## src/hdl/acgc_pkg.sv

```systemverilog
// Shared types, constants and conversion functions for the cursor glide controller.
package acgc_pkg;

  localparam int unsigned COORD_BITS = 16;
  localparam int unsigned FRAC_BITS  = 8;
  localparam int unsigned FINE_W     = COORD_BITS + FRAC_BITS;
  localparam int unsigned DIFF_W     = FINE_W + 2;

  typedef logic signed [COORD_BITS-1:0] coord_t;
  typedef logic signed [FINE_W-1:0]     fine_t;
  typedef logic signed [DIFF_W-1:0]     diff_t;

  localparam diff_t ONE_PX     = diff_t'(1) <<< FRAC_BITS;
  localparam diff_t NEG_ONE_PX = -ONE_PX;

  // Register map, one word per register.
  typedef enum logic [1:0] {
    REG_PATTERN_COUNT = 2'd0,
    REG_ANIM_SPEED    = 2'd1,
    REG_HOTSPOT_X     = 2'd2,
    REG_HOTSPOT_Y     = 2'd3
  } reg_idx_e;

  localparam logic ACTION_TICK  = 1'b0;
  localparam logic ACTION_GLIDE = 1'b1;

  // Bit positions inside button_flags.
  localparam int unsigned FLAG_LEFT_HELD  = 0;
  localparam int unsigned FLAG_RIGHT_HELD = 1;
  localparam int unsigned FLAG_LEFT_DOWN  = 2;
  localparam int unsigned FLAG_LEFT_UP    = 3;
  localparam int unsigned FLAG_RIGHT_DOWN = 4;
  localparam int unsigned FLAG_RIGHT_UP   = 5;

  typedef struct packed {
    logic [7:0]         pattern_count;
    logic signed [7:0]  anim_speed;
    logic signed [15:0] hotspot_x;
    logic signed [15:0] hotspot_y;
  } cfg_t;

  // Wraps or sign extends a 16-bit port coordinate to the internal width.
  function automatic coord_t to_coord(logic [15:0] v);
    logic [COORD_BITS+15:0] w;
    w = {{COORD_BITS{v[15]}}, v};
    return coord_t'(w[COORD_BITS-1:0]);
  endfunction

  // Brings an internal coordinate back to the 16-bit port field.
  function automatic logic [15:0] coord_to_16(coord_t c);
    logic [COORD_BITS+15:0] w;
    w = {{16{c[COORD_BITS-1]}}, c};
    return w[15:0];
  endfunction

  // Cursor minus hotspot, kept to 17 bits.
  function automatic logic [16:0] draw_pos(coord_t c, logic [15:0] hs);
    logic [COORD_BITS+16:0] a;
    logic [COORD_BITS+16:0] b;
    logic [COORD_BITS+16:0] s;
    a = {{17{c[COORD_BITS-1]}}, c};
    b = {{(COORD_BITS+1){hs[15]}}, hs};
    s = a - b;
    return s[16:0];
  endfunction

endpackage

```

## src/hdl/acgc_cfg_regs.sv

```systemverilog
// APB configuration registers of the cursor glide controller.
module acgc_cfg_regs (
  input  logic                clk_i,
  input  logic                rst_ni,
  input  logic                psel,
  input  logic                penable,
  input  logic                pwrite,
  input  logic [3:0]          paddr,
  input  logic [31:0]         pwdata,
  output logic [31:0]         prdata,
  output logic                pready,
  output acgc_pkg::cfg_t      cfg_o,
  output logic                restart_o
);
  import acgc_pkg::*;

  cfg_t     cfg_q;
  cfg_t     cfg_d;
  logic     wr_en;
  reg_idx_e wr_idx;

  assign pready = 1'b1;
  assign wr_en  = psel & penable & pwrite & pready;
  assign wr_idx = reg_idx_e'(paddr[3:2]);

  always_comb begin
    cfg_d     = cfg_q;
    restart_o = 1'b0;
    if (wr_en) begin
      unique case (wr_idx)
        REG_PATTERN_COUNT: begin
          // A zero count is dropped without any side effect.
          if (pwdata[7:0] != 8'd0) begin
            cfg_d.pattern_count = pwdata[7:0];
            restart_o           = 1'b1;
          end
        end
        REG_ANIM_SPEED: cfg_d.anim_speed = pwdata[7:0];
        REG_HOTSPOT_X:  cfg_d.hotspot_x  = pwdata[15:0];
        REG_HOTSPOT_Y:  cfg_d.hotspot_y  = pwdata[15:0];
        default: ;
      endcase
    end
  end

  always_comb begin
    unique case (reg_idx_e'(paddr[3:2]))
      REG_PATTERN_COUNT: prdata = {24'd0, cfg_q.pattern_count};
      REG_ANIM_SPEED:    prdata = {24'd0, cfg_q.anim_speed};
      REG_HOTSPOT_X:     prdata = {16'd0, cfg_q.hotspot_x};
      REG_HOTSPOT_Y:     prdata = {16'd0, cfg_q.hotspot_y};
      default:           prdata = 32'd0;
    endcase
  end

  always_ff @(posedge clk_i or negedge rst_ni) begin
    if (!rst_ni) begin
      cfg_q.pattern_count <= 8'd1;
      cfg_q.anim_speed    <= 8'sd0;
      cfg_q.hotspot_x     <= 16'sd0;
      cfg_q.hotspot_y     <= 16'sd0;
    end else begin
      cfg_q <= cfg_d;
    end
  end

  assign cfg_o = cfg_q;

endmodule

```

## src/hdl/acgc_glide_axis.sv

```systemverilog
// One glide axis: halves the fixed-point gap, at least 1 px, or snaps.
module acgc_glide_axis (
  input  acgc_pkg::fine_t  fine_i,
  input  acgc_pkg::coord_t target_i,
  output acgc_pkg::fine_t  fine_o,
  output acgc_pkg::coord_t cursor_o,
  output logic             snap_o
);
  import acgc_pkg::*;

  diff_t remain;
  diff_t half;
  diff_t step;
  diff_t sum;

  always_comb begin
    remain = (diff_t'(target_i) <<< FRAC_BITS) - diff_t'(fine_i);
    // Halving that truncates toward zero.
    half = (remain + diff_t'(remain[DIFF_W-1])) >>> 1;
    step = '0;
    snap_o = 1'b0;
    if (remain > ONE_PX) begin
      step = (half > ONE_PX) ? half : ONE_PX;
    end else if (remain < NEG_ONE_PX) begin
      step = (half < NEG_ONE_PX) ? half : NEG_ONE_PX;
    end else begin
      snap_o = 1'b1;
    end
    sum = diff_t'(fine_i) + step;
    if (snap_o) begin
      // The fine position stays put; the pixel position lands on target.
      fine_o   = fine_i;
      cursor_o = target_i;
    end else begin
      fine_o   = fine_t'(sum[FINE_W-1:0]);
      cursor_o = coord_t'(sum[FINE_W-1:FRAC_BITS]);
    end
  end

endmodule

```

## src/hdl/acgc_anim_step.sv

```systemverilog
// Animation tick counter and pattern index stepping with wrap.
module acgc_anim_step (
  input  logic [7:0]        tick_i,
  input  logic [7:0]        pattern_i,
  input  logic signed [7:0] speed_i,
  input  logic [7:0]        count_i,
  output logic [7:0]        tick_o,
  output logic [7:0]        pattern_o
);

  logic [7:0] mag;
  logic [7:0] tick_inc;
  logic       advance;

  always_comb begin
    mag      = speed_i[7] ? 8'(-speed_i) : speed_i;
    tick_inc = tick_i + 8'd1;
    advance  = (speed_i != 8'sd0) && (tick_inc >= mag);
    tick_o   = advance ? 8'd0 : tick_inc;
    pattern_o = pattern_i;
    if (advance) begin
      // The index is always below the count, so one compare gives the wrap.
      if (!speed_i[7]) begin
        pattern_o = (pattern_i + 8'd1 == count_i) ? 8'd0 : pattern_i + 8'd1;
      end else begin
        pattern_o = (pattern_i == 8'd0) ? count_i - 8'd1 : pattern_i - 8'd1;
      end
    end
  end

endmodule

```

## src/hdl/animated_cursor_glide_controller.sv

```systemverilog
// Top level of the animated cursor glide controller.
//
// Items arrive on the slave stream. tuser[0] carries the action: a tick
// (0) or a glide command (1) that latches goal_x/goal_y and starts gliding.
// Each item yields exactly one result transaction on the master stream with
// the cursor position, the hotspot-corrected draw position, the animation
// pattern index, the button flags, the glide state and the warp flag.
// Registers are written through the APB port; the user must write them only
// while the block is idle, which the block itself does not enforce.
//
// An item is captured into an input register; short add, shift and compare
// logic forms the next state and result, which land in the state registers
// and the result register. One item per cycle is sustained while the receiver
// takes results, limited by the single state update per item.
//
// A stalled receiver holds the result register; one further item waits in
// the input register, and only then is s_axis_tready_o dropped.
// Reset clears all state and the registers (pattern count comes up as one).
module animated_cursor_glide_controller (
  input  logic        clk_i,
  input  logic        rst_ni,
  // tuser: action
  input  logic        s_axis_tvalid_i,
  output logic        s_axis_tready_o,
  // tdata: mouse_x, mouse_y, left_level, right_level, goal_x, goal_y, zero pad
  input  logic [71:0] s_axis_tdata_i,
  input  logic [0:0]  s_axis_tuser_i,
  output logic        m_axis_tvalid_o,
  input  logic        m_axis_tready_i,
  // tdata: pos_x, pos_y, draw_x, draw_y, pattern_index, button_flags,
  // gliding, warp_request, zero pad
  output logic [87:0] m_axis_tdata_o,
  input  logic        psel,
  input  logic        penable,
  input  logic        pwrite,
  input  logic [3:0]  paddr,
  input  logic [31:0] pwdata,
  output logic [31:0] prdata,
  output logic        pready
);
  import acgc_pkg::*;

  cfg_t cfg;
  logic restart;

  acgc_cfg_regs u_regs (
    .clk_i     (clk_i),
    .rst_ni    (rst_ni),
    .psel      (psel),
    .penable   (penable),
    .pwrite    (pwrite),
    .paddr     (paddr),
    .pwdata    (pwdata),
    .prdata    (prdata),
    .pready    (pready),
    .cfg_o     (cfg),
    .restart_o (restart)
  );

  // Input register stage.
  logic        in_valid_q;
  logic        in_action_q;
  logic [65:0] in_data_q;
  logic        out_valid_q;
  logic [81:0] out_data_q;
  logic        out_adv;
  logic        fire;

  assign out_adv         = !out_valid_q || m_axis_tready_i;
  assign fire            = in_valid_q && out_adv;
  assign s_axis_tready_o = !in_valid_q || out_adv;

  always_ff @(posedge clk_i or negedge rst_ni) begin
    if (!rst_ni) begin
      in_valid_q <= 1'b0;
    end else if (s_axis_tready_o) begin
      in_valid_q <= s_axis_tvalid_i;
    end
  end

  always_ff @(posedge clk_i) begin
    if (s_axis_tvalid_i && s_axis_tready_o) begin
      in_action_q <= s_axis_tuser_i[0];
      in_data_q   <= s_axis_tdata_i[65:0];
    end
  end

  coord_t mouse_x, mouse_y, goal_x, goal_y;
  logic   left_lvl, right_lvl;

  assign mouse_x   = to_coord(in_data_q[15:0]);
  assign mouse_y   = to_coord(in_data_q[31:16]);
  assign left_lvl  = in_data_q[32];
  assign right_lvl = in_data_q[33];
  assign goal_x    = to_coord(in_data_q[49:34]);
  assign goal_y    = to_coord(in_data_q[65:50]);

  // Controller state.
  logic [7:0] tick_q, tick_d;
  logic [7:0] pattern_q, pattern_d;
  fine_t      fine_x_q, fine_x_d, fine_y_q, fine_y_d;
  coord_t     target_x_q, target_x_d, target_y_q, target_y_d;
  coord_t     cursor_x_q, cursor_x_d, cursor_y_q, cursor_y_d;
  logic       glide_q, glide_d;
  logic       left_prev_q, left_prev_d, right_prev_q, right_prev_d;
  logic [5:0] flags_q, flags_d;
  logic       warp;

  fine_t      ax_fine_x, ax_fine_y;
  coord_t     ax_cur_x, ax_cur_y;
  logic       snap_x, snap_y;
  logic [7:0] anim_tick, anim_pattern;

  acgc_glide_axis u_axis_x (
    .fine_i   (fine_x_q),
    .target_i (target_x_q),
    .fine_o   (ax_fine_x),
    .cursor_o (ax_cur_x),
    .snap_o   (snap_x)
  );

  acgc_glide_axis u_axis_y (
    .fine_i   (fine_y_q),
    .target_i (target_y_q),
    .fine_o   (ax_fine_y),
    .cursor_o (ax_cur_y),
    .snap_o   (snap_y)
  );

  acgc_anim_step u_anim (
    .tick_i    (tick_q),
    .pattern_i (pattern_q),
    .speed_i   (cfg.anim_speed),
    .count_i   (cfg.pattern_count),
    .tick_o    (anim_tick),
    .pattern_o (anim_pattern)
  );

  always_comb begin
    tick_d       = tick_q;
    pattern_d    = pattern_q;
    fine_x_d     = fine_x_q;
    fine_y_d     = fine_y_q;
    target_x_d   = target_x_q;
    target_y_d   = target_y_q;
    cursor_x_d   = cursor_x_q;
    cursor_y_d   = cursor_y_q;
    glide_d      = glide_q;
    left_prev_d  = left_prev_q;
    right_prev_d = right_prev_q;
    flags_d      = flags_q;
    warp         = 1'b0;
    if (in_action_q == ACTION_GLIDE) begin
      // Latch the goal and start from the current pixel, fraction zero.
      target_x_d = goal_x;
      target_y_d = goal_y;
      fine_x_d   = fine_t'({cursor_x_q, {FRAC_BITS{1'b0}}});
      fine_y_d   = fine_t'({cursor_y_q, {FRAC_BITS{1'b0}}});
      glide_d    = 1'b1;
      flags_d    = '0;
    end else begin
      if (glide_q) begin
        fine_x_d   = ax_fine_x;
        fine_y_d   = ax_fine_y;
        cursor_x_d = ax_cur_x;
        cursor_y_d = ax_cur_y;
        if (snap_x && snap_y) begin
          glide_d = 1'b0;
          warp    = 1'b1;
        end
      end else begin
        cursor_x_d = mouse_x;
        cursor_y_d = mouse_y;
        flags_d    = '0;
        flags_d[FLAG_LEFT_HELD]  = left_lvl;
        flags_d[FLAG_RIGHT_HELD] = right_lvl;
        flags_d[FLAG_LEFT_DOWN]  = left_lvl && !left_prev_q;
        flags_d[FLAG_LEFT_UP]    = !left_lvl && left_prev_q;
        flags_d[FLAG_RIGHT_DOWN] = right_lvl && !right_prev_q;
        flags_d[FLAG_RIGHT_UP]   = !right_lvl && right_prev_q;
        left_prev_d  = left_lvl;
        right_prev_d = right_lvl;
      end
      tick_d    = anim_tick;
      pattern_d = anim_pattern;
    end
  end

  always_ff @(posedge clk_i or negedge rst_ni) begin
    if (!rst_ni) begin
      tick_q       <= '0;
      pattern_q    <= '0;
      fine_x_q     <= '0;
      fine_y_q     <= '0;
      target_x_q   <= '0;
      target_y_q   <= '0;
      cursor_x_q   <= '0;
      cursor_y_q   <= '0;
      glide_q      <= 1'b0;
      left_prev_q  <= 1'b0;
      right_prev_q <= 1'b0;
      flags_q      <= '0;
    end else begin
      if (fire) begin
        tick_q       <= tick_d;
        pattern_q    <= pattern_d;
        fine_x_q     <= fine_x_d;
        fine_y_q     <= fine_y_d;
        target_x_q   <= target_x_d;
        target_y_q   <= target_y_d;
        cursor_x_q   <= cursor_x_d;
        cursor_y_q   <= cursor_y_d;
        glide_q      <= glide_d;
        left_prev_q  <= left_prev_d;
        right_prev_q <= right_prev_d;
        flags_q      <= flags_d;
      end
      // A new pattern count restarts the animation and ends any glide.
      if (restart) begin
        tick_q    <= '0;
        pattern_q <= '0;
        glide_q   <= 1'b0;
      end
    end
  end

  // Result register.
  always_ff @(posedge clk_i or negedge rst_ni) begin
    if (!rst_ni) begin
      out_valid_q <= 1'b0;
    end else if (out_adv) begin
      out_valid_q <= in_valid_q;
    end
  end

  always_ff @(posedge clk_i) begin
    if (fire) begin
      out_data_q <= {warp, glide_d, flags_d, pattern_d,
                     draw_pos(cursor_y_d, cfg.hotspot_y),
                     draw_pos(cursor_x_d, cfg.hotspot_x),
                     coord_to_16(cursor_y_d), coord_to_16(cursor_x_d)};
    end
  end

  assign m_axis_tvalid_o = out_valid_q;
  assign m_axis_tdata_o  = {6'd0, out_data_q};

  // The warp flag only comes with the glide being over.
  a_warp_ends_glide: assert property (@(posedge clk_i) disable iff (!rst_ni)
    out_valid_q |-> !(out_data_q[81] && out_data_q[80]))
    else $error("warp shown while still gliding");

  // The pattern index stays below the pattern count.
  a_pattern_range: assert property (@(posedge clk_i) disable iff (!rst_ni)
    pattern_q < cfg.pattern_count)
    else $error("pattern index out of range");

  // A glide command leaves glide on and the flags cleared.
  a_glide_cmd: assert property (@(posedge clk_i) disable iff (!rst_ni)
    (fire && in_action_q == ACTION_GLIDE && !restart) |=> (glide_q && flags_q == 6'd0))
    else $error("glide command did not start glide");

  // A result that is stalled keeps its contents.
  a_result_hold: assert property (@(posedge clk_i) disable iff (!rst_ni)
    (out_valid_q && !m_axis_tready_i) |=> (out_valid_q && $stable(out_data_q)))
    else $error("stalled result changed");

endmodule

```

## config.mk

```make
export PLATFORM = sky130hd
export DESIGN_NAME = animated_cursor_glide_controller
export DESIGN_NICKNAME = d
export VERILOG_FILES = /design/src/hdl/acgc_pkg.sv /design/src/hdl/acgc_cfg_regs.sv /design/src/hdl/acgc_glide_axis.sv /design/src/hdl/acgc_anim_step.sv /design/src/hdl/animated_cursor_glide_controller.sv
export SDC_FILE = /design/constraint.sdc
export NUM_CORES = 1
export LEC_CHECK = 0
export BUFFER_PORTS_ARGS = -buffer_cell sky130_fd_sc_hd__buf_2
export CAP_MARGIN = 15
export CORE_MARGIN = 2
export CORE_UTILIZATION = 45
export CTS_BUF_LIST = sky130_fd_sc_hd__clkbuf_2
export CTS_CLUSTER_DIAMETER = 200
export DETAILED_ROUTE_END_ITERATION = 12
export PLACE_DENSITY = 0.64
export SYNTH_ARGS = -nofsm -noshare
export SYNTH_HDL_FRONTEND = slang
export SYNTH_HIERARCHICAL = 1
export SYNTH_SLANG_ARGS = --single-unit
```

## constraint.sdc

```tcl
create_clock -name clk_i -period 27.6 [get_ports clk_i]
set_input_delay 1.38 -clock clk_i [delete_from_list [all_inputs] [get_ports clk_i]]
set_output_delay 1.38 -clock clk_i [all_outputs]
set_load 0.02 [all_outputs]
```

==> run_results.csv <==
group,metric,value,unit
status,status,"complete, no violations",
timing,fin_crit,12.79,ns
clock_tree,cts_hold_buf,0,
die,dieArea,0.0589,mm2
clock_tree,root_buffer,"clkbuf_2",
yosys,post_synth.cell_area_avg,9.22,um2
grt,antenna_found_initial,3,
final_layout,layout_commonest_cell,"nand2_1",
yosys,ys_types,102,
setup_path,cp_max_fo,36,
grt,grt_pass1_wl,117000,um
clock_tree,cts_buffers,86,
yosys,synth_async_sr_flop_share,55.7,%
final_layout,stdcell_count,3796,
setup_path,cpMostUsedCell,"a21oi_1",
timing,max_slew_margin,30.2,%
yosys,ys_seq_area_share,35.7,%
setup_path,endpoint_kind,"flop",
final_layout,mostFrequentLayoutCells,"nand2_1 (412), buf_2 (190), a21oi_1 (189)",
clock_tree,clock_sinks,336,
timing,drv_slew,0,
clock_tree,cts_setup_buffers,0,
final_layout,fillers,5381,
die,die_y,243,um
setup_path,crit_type,"reg -> reg",
grt,grt_pass1_vias,21306,
detailed_routing,num_vias,21995,
place,dp.cells,3631,
clock_tree,cts_tree,"built",
timing,post-route-period-util,46.4,%
final_layout,stdcell_area,0.0280,mm2
clock_tree,clk_pin_slew,0.12,ns
clock_tree,clock_path_buffers,3,
die,initial_utilization,45.5,%
detailed_routing,vias_per_cell,5.79,
die,io_pins,239,
run,maxCapViolCount,0,
yosys,synth_area,0.0256,mm2
setup_path,start_kind,"flop",
yosys,synth_cells,2780,
final_layout,fin_nets,3232,
place,place_area,0.0271,mm2
clock_tree,insertion_delay,1.15,ns
detailed_routing,antenna_left,0,
timing,finalSetupViolations,0,
grt,grt_usage,25.1,%
place,io_buffers,191,
final_layout,seqCellArea,0.00916,mm2
timing,hold_violations,0,
place,place_congestion,0.941,
grt,gr-total-overflow,0,
setup_path,r2r_start,"fine_y_q[23]",
worst_hold_path,holdCritPathClass,"in -> async",
place,hpwl,56700,um
yosys,ys_ff_latch,336,
final_layout,syn2layout_area_growth,9.33,%
final_layout,final_util,49.7,%
setup_path,ff2ff_setup_slack,14.81,ns
detailed_routing,routedWlPerCell,19.8,um
die,die_w,243,um
die,rows,87,
grt,grt_start_max_net_pins,81,
detailed_routing,drtIter0Drc,1776,
detailed_routing,wirelength,75200,um
detailed_routing,drtPass1Iterations,5,
final_layout,multi_input_area,0.0154,mm2
clock_tree,htree_levels,3,
setup_path,max_stage_delay,0.56,ns
timing,max_freq,78.2,MHz
timing,setup_tns,0,ns
setup_path,crit_path_top_delay_cell,"a311oi_1",
setup_path,cp.required,28.44,ns
timing,rsz0062_at_grt,"false",
timing,skew,0.139,ns
final_layout,drive_gt1_share,19.2,%
clock_tree,post_cts_resized,0,
setup_path,reg2reg_depth,44,
yosys,synth_edf_count,149,
setup_path,timing.rr.end,"out_data_q[64]",
detailed_routing,drcViolationCount,0,
die,core-area,0.0564,mm2
yosys,synth_ff_type,"dfrtp_1",
setup_path,critPathArrivalTime,13.63,ns
yosys,ys_warn_count,6,
timing,worstMarginPinSlew,1.04,ns
==> routing by layer <==
| metal | vias to the layer above | wire, um | track usage, % |
|---|---|---|---|
| li1 | 10501 | - | - |
| met1 | 10594 | 32800 | 33.1 |
| met2 | 746 | 35600 | 41.6 |
| met3 | 154 | 4120 | 4.01 |
| met4 | 0 | 2630 | 9.31 |
| met5 | - | 0 | 0 |
==> cells in the mapped netlist (18+ instances only) <==
| cell type | count | area share (%) |
|---|---|---|
| nor4_1 | 20 | 0.49 |
| ha_1 | 149 | 7.3 |
| o21bai_1 | 18 | 0.53 |
| a21o_1 | 65 | 1.9 |
| o21ai_0 | 158 | 3.1 |
| or3_1 | 18 | 0.44 |
| a21oi_1 | 189 | 3.7 |
| or2_2 | 30 | 0.73 |
| o211ai_1 | 19 | 0.56 |
| and2_1 | 30 | 0.73 |
| nand2_1 | 412 | 6.0 |
| nor2_1 | 122 | 1.8 |
| a211oi_1 | 21 | 0.62 |
| mux2_2 | 111 | 4.9 |
| and3_1 | 33 | 0.81 |
| nor3_1 | 33 | 0.64 |
| nand2b_1 | 23 | 0.56 |
| dfrtp_1 | 186 | 18 |
| o32ai_1 | 20 | 0.68 |
| a22o_1 | 18 | 0.62 |
| edfxtp_1 | 149 | 17 |
| nand3_1 | 80 | 1.6 |
| a31oi_1 | 22 | 0.54 |
| inv_1 | 123 | 1.8 |
| buf_2 | 38 | 0.74 |
| xnor2_1 | 126 | 4.3 |
| buf_4 | 28 | 0.82 |
| mux2i_1 | 87 | 3.4 |
| o21a_1 | 27 | 0.79 |
| clkbuf_1 | 65 | 0.95 |
| nor2b_1 | 27 | 0.66 |
| xor2_1 | 65 | 2.2 |
==> flip-flops by register name, indices dropped and copies added (netlist names) <==
| name | count |
|---|---|
| flags_q | 6 |
| cursor_y_q | 16 |
| tick_q | 8 |
| in_action_q | 1 |
| target_x_q | 16 |
| glide_q | 1 |
| in_data_q | 66 |
| out_data_q | 82 |
| fine_y_q | 24 |
| m_axis_tvalid_o | 1 |
| left_prev_q | 1 |
| right_prev_q | 1 |
| cursor_x_q | 16 |
| pattern_q | 8 |
| target_y_q | 16 |
| in_valid_q | 1 |
| fine_x_q | 24 |
| u_regs/cfg_o | 48 |
==> per-stage QoR <==
stage                     worst slack (ns)  hold WS (ns)
after detailed placement             15.12         0.464
after CTS                            14.98         0.212
after floorplan                      17.35         0.446
after global routing                 14.08         0.226
final                                14.81         0.281
after global placement               15.17         0.460
==> worst max-delay path by stage <==
stage | from | to | slack, ns
global route | fine_y_q[19] | out_data_q[64] | 14.08
floorplan | fine_y_q[0] | out_data_q[64] | 17.35
finish | fine_y_q[23] | out_data_q[64] | 14.81
global placement | fine_y_q[23] | out_data_q[64] | 15.17
CTS | fine_y_q[23] | out_data_q[64] | 14.98
detailed placement | fine_y_q[23] | out_data_q[64] | 15.12
==> kinds of logic after synthesis <==
logic type / Yosys count / synth area share (%)
compound gates: 714 / 19.2
xor+xnor: 193 / 6.65
fa+ha+maj: 153 / 7.59
buf+inv: 269 / 4.71
flops: 336 / 35.7
mux: 206 / 8.98
other cells: 3 / 0.0439
simple gates: 906 / 17.1
==> cell type report <==
type,instances,share of cell area (%)
inverters,127,1.71
repair buffers,217,4.14
multi-input cells,2195,54.8
clock inverters,33,0.969
flip-flops and latches,336,32.7
clock buffers,128,2.29
diodes,4,0.0357
well taps,756,3.38
==> worst max-delay path: cells and delay by family, from the launching register on <==
family | cells | cell delay, ns
buffers and inverters | 2 | 0.54
AND/OR/NAND/NOR | 10 | 3.35
multiplexers | 1 | 0.08
AO/OA/AOI/OAI | 24 | 5.74
XOR/XNOR | 2 | 0.27
flip-flops | 1 | 0.44
adder cells (fa/ha/maj) | 5 | 2.08
Power is left out: the tool's default activity adds up to more than one toggle a clock period on the data nets, which glitch-free logic cannot reach.
